### src/hdl/bscff_pkg.sv
package bscff_pkg;

    localparam int MAP_BYTES_DEF = 32;
    // an 8-bit offset reaches 32 bytes at most
    localparam int MAX_MAP_BYTES = 32;
    localparam int SPAN_LIMIT    = 256;
    localparam int QUEUE_DEPTH   = 2;
    localparam int QPTR_W        = $clog2(QUEUE_DEPTH);

    localparam logic [1:0] CMD_CLEAR  = 2'd0;
    localparam logic [1:0] CMD_SET    = 2'd1;
    localparam logic [1:0] CMD_SEARCH = 2'd2;

    typedef struct packed {
        logic [1:0] cmd;
        logic [7:0] bit_offset;
        logic [8:0] span;
    } t_item;

    typedef struct packed {
        logic       found;
        logic [7:0] position;
    } t_res;

    typedef enum logic [1:0] {
        OP_CLEAR,
        OP_SET,
        OP_SEARCH,
        OP_MISS
    } t_op_kind;

    typedef struct packed {
        t_op_kind   kind;
        logic [7:0] offset;
        logic [8:0] end_bit;   // first bit past the searched range
    } t_op;

    typedef enum logic {
        ST_IDLE,
        ST_SCAN
    } t_state;

    function automatic logic [7:0] place_mask(input logic [2:0] p, input logic msb_first);
        if (msb_first) begin
            return 8'h80 >> p;
        end
        return 8'h01 << p;
    endfunction

endpackage

### src/hdl/bitmap_set_clear_find_first.sv
// Bit map with set, clear and find-first-set.
// Item channel (i_item_valid / o_item_ready / i_item): one command per beat.
//   Clear and set change one bit and give no result; search gives one result
//   beat on the result channel (o_res_valid / i_res_ready / o_res).
// Config channel (i_cfg_valid / o_cfg_ready / i_cfg_data): msb_first bit,
//   always ready; write it only while the block is idle.
// Commands enter a two-deep queue, so the item channel keeps taking beats
//   while the scan unit works or a result waits.
// Timing: set and clear execute one cycle after acceptance and sustain one
//   per cycle. A search spends one dispatch cycle, then one cycle per map
//   byte scanned (1 to 32), ending at the first hit or at the range end; the
//   result register is loaded at that edge. A search starting past the map
//   end costs one cycle. The single-byte read port of the map sets this rate.
// Receiver stall: the result register holds; the scan unit waits with its
//   finished result, the queue fills, then o_item_ready drops.
// Reset: map cleared in the same cycle (flip-flops), msb_first = 0, queue
//   and result register empty.
module bitmap_set_clear_find_first #(
    parameter int MAP_BYTES = bscff_pkg::MAP_BYTES_DEF
) (
    input  logic             i_clk,
    input  logic             i_rst_n,
    input  logic             i_item_valid,
    output logic             o_item_ready,
    input  bscff_pkg::t_item i_item,
    output logic             o_res_valid,
    input  logic             i_res_ready,
    output bscff_pkg::t_res  o_res,
    input  logic             i_cfg_valid,
    output logic             o_cfg_ready,
    input  logic             i_cfg_data
);
    import bscff_pkg::*;

    logic r_msb_first;
    logic push;
    t_op  push_op;
    logic full;
    logic head_valid;
    t_op  head;
    logic pop;

    assign o_cfg_ready = 1'b1;

    always_ff @(posedge i_clk) begin
        if (!i_rst_n) begin
            r_msb_first <= 1'b0;
        end else if (i_cfg_valid) begin
            r_msb_first <= i_cfg_data;
        end
    end

    bscff_front #(
        .MAP_BYTES(MAP_BYTES)
    ) u_front (
        .i_item_valid(i_item_valid),
        .o_item_ready(o_item_ready),
        .i_item      (i_item),
        .i_full      (full),
        .o_push      (push),
        .o_op        (push_op)
    );

    bscff_fifo u_fifo (
        .i_clk       (i_clk),
        .i_rst_n     (i_rst_n),
        .i_push      (push),
        .i_push_op   (push_op),
        .o_full      (full),
        .o_head_valid(head_valid),
        .o_head      (head),
        .i_pop       (pop)
    );

    bscff_back #(
        .MAP_BYTES(MAP_BYTES)
    ) u_back (
        .i_clk       (i_clk),
        .i_rst_n     (i_rst_n),
        .i_msb_first (r_msb_first),
        .i_head_valid(head_valid),
        .i_head      (head),
        .o_pop       (pop),
        .o_res_valid (o_res_valid),
        .i_res_ready (i_res_ready),
        .o_res       (o_res)
    );

endmodule

### src/hdl/bscff_front.sv
module bscff_front #(
    parameter int MAP_BYTES = bscff_pkg::MAP_BYTES_DEF
) (
    input  logic             i_item_valid,
    output logic             o_item_ready,
    input  bscff_pkg::t_item i_item,
    input  logic             i_full,
    output logic             o_push,
    output bscff_pkg::t_op   o_op
);
    import bscff_pkg::*;

    localparam int USED_BYTES = (MAP_BYTES < MAX_MAP_BYTES) ? MAP_BYTES : MAX_MAP_BYTES;
    localparam int USED_BITS  = USED_BYTES * 8;

    logic       in_map;
    logic [8:0] offset_x;
    logic [8:0] span_c;
    logic [8:0] room;
    logic [8:0] limit;
    logic       keep;

    assign offset_x = {1'b0, i_item.bit_offset};
    assign in_map   = offset_x < 9'(USED_BITS);
    assign span_c   = (i_item.span > 9'(SPAN_LIMIT)) ? 9'(SPAN_LIMIT) : i_item.span;
    assign room     = 9'(USED_BITS) - offset_x;
    assign limit    = (span_c > room) ? room : span_c;

    always_comb begin
        keep          = 1'b0;
        o_op.kind     = OP_MISS;
        o_op.offset   = i_item.bit_offset;
        o_op.end_bit  = offset_x + limit;
        case (i_item.cmd)
            CMD_CLEAR: begin
                keep      = in_map;
                o_op.kind = OP_CLEAR;
            end
            CMD_SET: begin
                keep      = in_map;
                o_op.kind = OP_SET;
            end
            CMD_SEARCH: begin
                keep      = 1'b1;
                o_op.kind = in_map ? OP_SEARCH : OP_MISS;
            end
            default: begin
                keep = 1'b0;
            end
        endcase
    end

    // dropped commands are still taken off the channel
    assign o_item_ready = !i_full;
    assign o_push       = i_item_valid && !i_full && keep;

endmodule

### src/hdl/bscff_fifo.sv
module bscff_fifo (
    input  logic           i_clk,
    input  logic           i_rst_n,
    input  logic           i_push,
    input  bscff_pkg::t_op i_push_op,
    output logic           o_full,
    output logic           o_head_valid,
    output bscff_pkg::t_op o_head,
    input  logic           i_pop
);
    import bscff_pkg::*;

    t_op               r_mem [QUEUE_DEPTH];
    logic [QPTR_W-1:0] r_wr_ptr, n_wr_ptr;
    logic [QPTR_W-1:0] r_rd_ptr, n_rd_ptr;
    logic [QPTR_W:0]   r_count,  n_count;
    logic              do_push;
    logic              do_pop;

    assign o_full       = r_count == (QPTR_W+1)'(QUEUE_DEPTH);
    assign o_head_valid = r_count != '0;
    assign o_head       = r_mem[r_rd_ptr];
    assign do_push      = i_push && !o_full;
    assign do_pop       = i_pop && o_head_valid;

    always_comb begin
        n_wr_ptr = r_wr_ptr;
        n_rd_ptr = r_rd_ptr;
        n_count  = r_count;
        if (do_push) begin
            n_wr_ptr = (r_wr_ptr == QPTR_W'(QUEUE_DEPTH - 1)) ? '0 : r_wr_ptr + QPTR_W'(1);
        end
        if (do_pop) begin
            n_rd_ptr = (r_rd_ptr == QPTR_W'(QUEUE_DEPTH - 1)) ? '0 : r_rd_ptr + QPTR_W'(1);
        end
        if (do_push && !do_pop) begin
            n_count = r_count + (QPTR_W+1)'(1);
        end else if (do_pop && !do_push) begin
            n_count = r_count - (QPTR_W+1)'(1);
        end
    end

    always_ff @(posedge i_clk) begin
        if (!i_rst_n) begin
            r_wr_ptr <= '0;
            r_rd_ptr <= '0;
            r_count  <= '0;
        end else begin
            r_wr_ptr <= n_wr_ptr;
            r_rd_ptr <= n_rd_ptr;
            r_count  <= n_count;
        end
    end

    always_ff @(posedge i_clk) begin
        if (do_push) begin
            r_mem[r_wr_ptr] <= i_push_op;
        end
    end

endmodule

### src/hdl/bscff_back.sv
module bscff_back #(
    parameter int MAP_BYTES = bscff_pkg::MAP_BYTES_DEF
) (
    input  logic            i_clk,
    input  logic            i_rst_n,
    input  logic            i_msb_first,
    input  logic            i_head_valid,
    input  bscff_pkg::t_op  i_head,
    output logic            o_pop,
    output logic            o_res_valid,
    input  logic            i_res_ready,
    output bscff_pkg::t_res o_res
);
    import bscff_pkg::*;

    localparam int USED_BYTES = (MAP_BYTES < MAX_MAP_BYTES) ? MAP_BYTES : MAX_MAP_BYTES;
    localparam int BYTE_W     = (USED_BYTES > 1) ? $clog2(USED_BYTES) : 1;

    logic [7:0]        r_map [USED_BYTES];
    t_state            r_state, n_state;
    logic [BYTE_W-1:0] r_ptr, n_ptr;
    logic [8:0]        r_start, n_start;
    logic [8:0]        r_end, n_end;
    logic              r_out_valid, n_out_valid;
    t_res              r_out, n_out;

    logic [BYTE_W-1:0] head_ptr;
    logic [BYTE_W-1:0] rd_addr;
    logic [7:0]        rd_byte;
    logic [7:0]        head_mask;
    logic              map_we;
    logic [7:0]        map_wdata;
    logic [8:0]        byte_base;
    logic [7:0]        hit_vec;
    logic              hit;
    logic [2:0]        hit_place;
    logic              last;
    logic [8:0]        hit_bit;
    logic              out_free;

    assign head_ptr  = i_head.offset[3 +: BYTE_W];
    assign rd_addr   = (r_state == ST_IDLE) ? head_ptr : r_ptr;
    assign rd_byte   = r_map[rd_addr];
    assign head_mask = place_mask(i_head.offset[2:0], i_msb_first);
    assign byte_base = 9'({r_ptr, 3'b000});
    assign last      = (byte_base + 9'd8) >= r_end;
    assign out_free  = !r_out_valid || i_res_ready;

    // per-place match inside the current byte, limited to [start, end)
    always_comb begin
        logic [8:0] b;
        for (int p = 0; p < 8; p++) begin
            b          = byte_base + 9'(p);
            hit_vec[p] = (b >= r_start) && (b < r_end) &&
                         ((rd_byte & place_mask(3'(p), i_msb_first)) != 8'h00);
        end
    end

    always_comb begin
        hit_place = 3'd0;
        for (int p = 7; p >= 0; p--) begin
            if (hit_vec[p]) begin
                hit_place = 3'(p);
            end
        end
    end

    assign hit     = hit_vec != 8'h00;
    assign hit_bit = byte_base + {6'd0, hit_place};

    always_comb begin
        n_state     = r_state;
        n_ptr       = r_ptr;
        n_start     = r_start;
        n_end       = r_end;
        n_out_valid = r_out_valid && !i_res_ready;
        n_out       = r_out;
        o_pop       = 1'b0;
        map_we      = 1'b0;
        map_wdata   = rd_byte;
        case (r_state)
            ST_IDLE: begin
                if (i_head_valid) begin
                    case (i_head.kind)
                        OP_SET: begin
                            map_we    = 1'b1;
                            map_wdata = rd_byte | head_mask;
                            o_pop     = 1'b1;
                        end
                        OP_CLEAR: begin
                            map_we    = 1'b1;
                            map_wdata = rd_byte & ~head_mask;
                            o_pop     = 1'b1;
                        end
                        OP_SEARCH: begin
                            n_ptr   = head_ptr;
                            n_start = {1'b0, i_head.offset};
                            n_end   = i_head.end_bit;
                            o_pop   = 1'b1;
                            n_state = ST_SCAN;
                        end
                        OP_MISS: begin
                            if (out_free) begin
                                n_out_valid = 1'b1;
                                n_out       = '0;
                                o_pop       = 1'b1;
                            end
                        end
                        default: begin
                            o_pop = 1'b1;
                        end
                    endcase
                end
            end
            ST_SCAN: begin
                if (hit || last) begin
                    if (out_free) begin
                        n_out_valid    = 1'b1;
                        n_out.found    = hit;
                        n_out.position = hit ? 8'(hit_bit - r_start) : 8'd0;
                        n_state        = ST_IDLE;
                    end
                end else begin
                    n_ptr = r_ptr + BYTE_W'(1);
                end
            end
            default: begin
                n_state = ST_IDLE;
            end
        endcase
    end

    always_ff @(posedge i_clk) begin
        if (!i_rst_n) begin
            r_state     <= ST_IDLE;
            r_out_valid <= 1'b0;
            for (int i = 0; i < USED_BYTES; i++) begin
                r_map[i] <= 8'h00;
            end
        end else begin
            r_state     <= n_state;
            r_out_valid <= n_out_valid;
            if (map_we) begin
                r_map[rd_addr] <= map_wdata;
            end
        end
    end

    always_ff @(posedge i_clk) begin
        r_ptr   <= n_ptr;
        r_start <= n_start;
        r_end   <= n_end;
        r_out   <= n_out;
    end

    assign o_res_valid = r_out_valid;
    assign o_res       = r_out;

endmodule

### config.mk
export PLATFORM = sky130hd
export DESIGN_NAME = bitmap_set_clear_find_first
export DESIGN_NICKNAME = d
export VERILOG_FILES = /design/src/hdl/bscff_pkg.sv /design/src/hdl/bitmap_set_clear_find_first.sv /design/src/hdl/bscff_front.sv /design/src/hdl/bscff_fifo.sv /design/src/hdl/bscff_back.sv
export SDC_FILE = /design/constraint.sdc
export NUM_CORES = 1
export LEC_CHECK = 0
export BUFFER_PORTS_ARGS = -buffer_cell sky130_fd_sc_hd__buf_2
export CORE_UTILIZATION = 57
export CTS_CLUSTER_SIZE = 30
export DETAILED_ROUTE_END_ITERATION = 6
export GPL_ROUTABILITY_DRIVEN = 0
export PLACE_DENSITY = 0.76
export RECOVER_POWER = 100
export SLEW_MARGIN = 20
export SYNTH_ARGS = -nofsm -noshare
export SYNTH_HDL_FRONTEND = slang
export SYNTH_SLANG_ARGS = --single-unit
### constraint.sdc
create_clock -name i_clk -period 5 [get_ports i_clk]
set_input_delay 1 -clock i_clk [delete_from_list [all_inputs] [get_ports i_clk]]
set_output_delay 1 -clock i_clk [all_outputs]
set_load 0.03 [all_outputs]
==> results.py <==
metrics = {
    "run_status": {
        "status": "complete, but fails checks",
        "violations": "capacitance limit, slew limit",
    },
    "cells_and_area": {
        "design_area_mm2": 0.0187,
        "mostFrequentLayoutCells": "edfxtp_1, nor2_1, nand2_1, buf_4, and2_1",
        "layout_commonest_cell": "edfxtp_1",
        "syn2layout_area_growth_pct": 13.7,
        "diodes": 0,
        "drive_above_1_share_pct": 14.2,
        "nNetsFinal": 1538,
    },
    "synthesis": {
        "syn_area_per_cell_um2": 12.0,
        "synth-seq-area-share_pct": 60.4,
        "synth_edf_count": 325,
        "async_reset_ff_share_pct": 0,
        "synthCells": 1373,
        "syn-num-nets": 1441,
        "synth_warnings": 0,
        "netlist_area_mm2": 0.0164,
        "synthFlopType": "edfxtp_1",
        "synthDistinctLibCells": 74,
        "synth_seq_cells": 333,
    },
    "timing": {
        "worst_pin_slew_ns": 2.49,
        "final.period_utilization_pct": 97.9,
        "setup_ws_ns": 0.107,
        "hold_slack_ns": 0.517,
        "finalSetupViolCount": 0,
        "clock_skew_ns": 0.0213,
        "fmax_mhz": 204,
        "rsz0062_at_grt": "false",
        "relSlewSlack_pct": -65.8,
        "finalHoldViolations": 0,
        "post-route-min-period_ns": 4.89,
        "finalMaxSlewViolations": 210,
    },
    "die": {
        "row_count": 61,
        "die_height_um": 172,
        "coreArea_mm2": 0.0281,
        "die_w_um": 172,
        "die_area_mm2": 0.0295,
        "initial_utilization_pct": 58.5,
        "ios": 37,
    },
    "worst_hold_path": {
        "holdCritPathClass": "flop to flop",
        "holdPathStages": 2,
    },
    "route": {
        "viasPerCell": 6.27,
        "route.detailed.drc": 0,
        "wirelength_mm": 41.2,
        "dr.pass1.iters": 6,
        "drtAntennaViolNets": 0,
        "wl_per_cell_um": 22.0,
        "drt_iter0_markers": 1621,
        "via_count": 11800,
    },
    "cts": {
        "clk_pin_slew_ns": 0.06,
        "htree_levels": 2,
        "cts_buffers": 35,
        "cts-hold-fix-buffers": 0,
        "clk_latency_ns": 0.53,
        "cts_root_buf": "clkbuf_16",
        "clock_path_buffers": 3,
        "cts.sinks": 333,
        "cts_tree": "built",
    },
    "place": {
        "post_dp_cell_area_mm2": 0.0177,
        "hpwl_mm": 27.7,
        "portBuffers": 35,
        "post-place-ws_ns": -0.192,
    },
    "power": {
        "ir_drop_mv": 0.523,
        "seq_power_share_pct": 30.6,
        "power.internal_uw": 6570,
        "pwr_density_cell_mw_per_mm2": 605,
        "leakagePower_uw": 0.00703,
        "p_comb_share_pct": 47.5,
        "power.net_switching_uw": 4730,
        "p_sw_share_pct": 41.8,
        "p_clk_share_pct": 21.9,
    },
    "critical_path": {
        "cp_max_fo": 18,
        "path_class": "flop to flop",
        "cp.required_ns": 5.26,
        "start_kind": "flop",
        "rr_worst_depth": 10,
        "crit_path_end_kind": "flop",
        "cp.arrival_ns": 5.15,
        "r2r_slack_ns": 0.11,
    },
    "global_routing": {
        "antenna_found_initial": 0,
        "grt_use_total_pct": 29.0,
        "grt_max_degree": 41,
        "first_global_vias": 11400,
        "grt_pass1_wl_mm": 64.1,
        "overflow": 0,
    },
    "flow_run": {
        "drv_cap": 8,
    },
}
## synthesized netlist by cell type (all sizes together) (5+ instances only)
cell | count | area [um^2]
a21boi | 5 | 37.5
a21o | 16 | 120
a21oi | 24 | 120
a221oi | 39 | 342
a31oi | 18 | 128
and2 | 48 | 300
buf | 22 | 159
clkbuf | 49 | 184
dfxtp | 8 | 160
edfxtp | 325 | 9760
ha | 41 | 513
inv | 32 | 120
mux2 | 25 | 289
mux2i | 35 | 350
mux4 | 28 | 642
nand2 | 134 | 505
nand2b | 19 | 119
nand3 | 22 | 115
nor2 | 301 | 1130
nor2b | 19 | 119
nor3 | 11 | 60.1
o21a | 11 | 82.6
o21ai | 32 | 168
o22ai | 30 | 201
xnor2 | 13 | 114
xor2 | 11 | 96.3
## cell type report
class / count / area (um^2)
flip-flops and latches: 333 / 9920
fillers: 2126 / 9400
inverters: 32 / 120
clock inverters: 20 / 141
well taps: 378 / 473
clock buffers: 43 / 948
repair buffers: 131 / 932
multi-input cells: 937 / 6150
## critical path: stages (launching register included)
cell      delay [ns]
dfxtp_2         0.37
mux2_4          0.34
mux2_4          0.35
buf_12          0.20
mux4_2          0.46
o22ai_1         0.36
a211oi_1        0.13
buf_4           0.16
a31oi_1         1.53
buf_2           0.61
nor2_1          0.10
## stage by stage
step	setup TNS [ns]	util, %	cells	power, uW
floorplan	0	-	1373	6700
global placement	0	62.9	1810	8720
detailed placement	-0.683	62.9	1810	8810
CTS	0	66.7	1873	11300
global route	0	66.5	1874	11700
finish	0	66.5	1874	11300
## flip-flops by register name, indices dropped and copies added (netlist names), named ones only
signal,cells
u_back.r_start,8
u_fifo.r_wr_ptr,1
u_fifo.r_count,2
r_msb_first,1
u_back.r_map,256
u_back.o_res,9
u_fifo.r_rd_ptr,1
u_back.r_ptr,5
u_back.o_res_valid,1
u_back.r_end,9
u_fifo.r_mem,38
u_back.r_state,1
## per-layer routing
metal / share of wire, % / vias to the layer above / wire [um] / GRT usage, %
met5: 0 / - / 0 / 0
met4: 2.9 / 0 / 1190 / 9.85
met3: 10 / 111 / 4110 / 5.61
met2: 47 / 694 / 19300 / 45.9
met1: 40 / 5729 / 16600 / 40.2
li1: - / 5224 / - / -
## timing repair
item	CTS	global route
endpoints found under the setup margin	1	6
buffers inserted	0	1
cloned	0	0
gates resized for setup	1	21
## power by group through the flow
stage	Sequential [uW]	Combinational, uW	Clock (uW)
global placement	3490	5230	0
detailed placement	3510	5310	0
floorplan	3520	3170	0
CTS	3450	5340	2500
finish	3450	5370	2480
global route	3480	5650	2600
## cells by family (layout without fill, tap and decap cells)
kind of cell             after synthesis  count (layout)  synth area share (%)
AND/OR/NAND/NOR                      575             575                  15.2
flip-flops                           333             333                  60.4
AO/OA/AOI/OAI                        206             206                  9.12
buffers and inverters                103             226                  2.82
multiplexers                          88              88                  7.80
adder cells (fa/ha/maj)               43              43                  3.37
XOR/XNOR                              24              24                  1.28
other                                  1               1                0.0228
## worst paths after layout
kind,from,to
hold reg to reg,u_fifo.r_count[1],u_fifo.r_count[1]
setup reg to reg,flop,u_back.r_map[16][0]
setup / recovery,flop,u_back.r_map[16][0]
hold / removal,u_fifo.r_count[1],u_fifo.r_count[1]
Note: power is estimated with default switching activity, not from simulation.
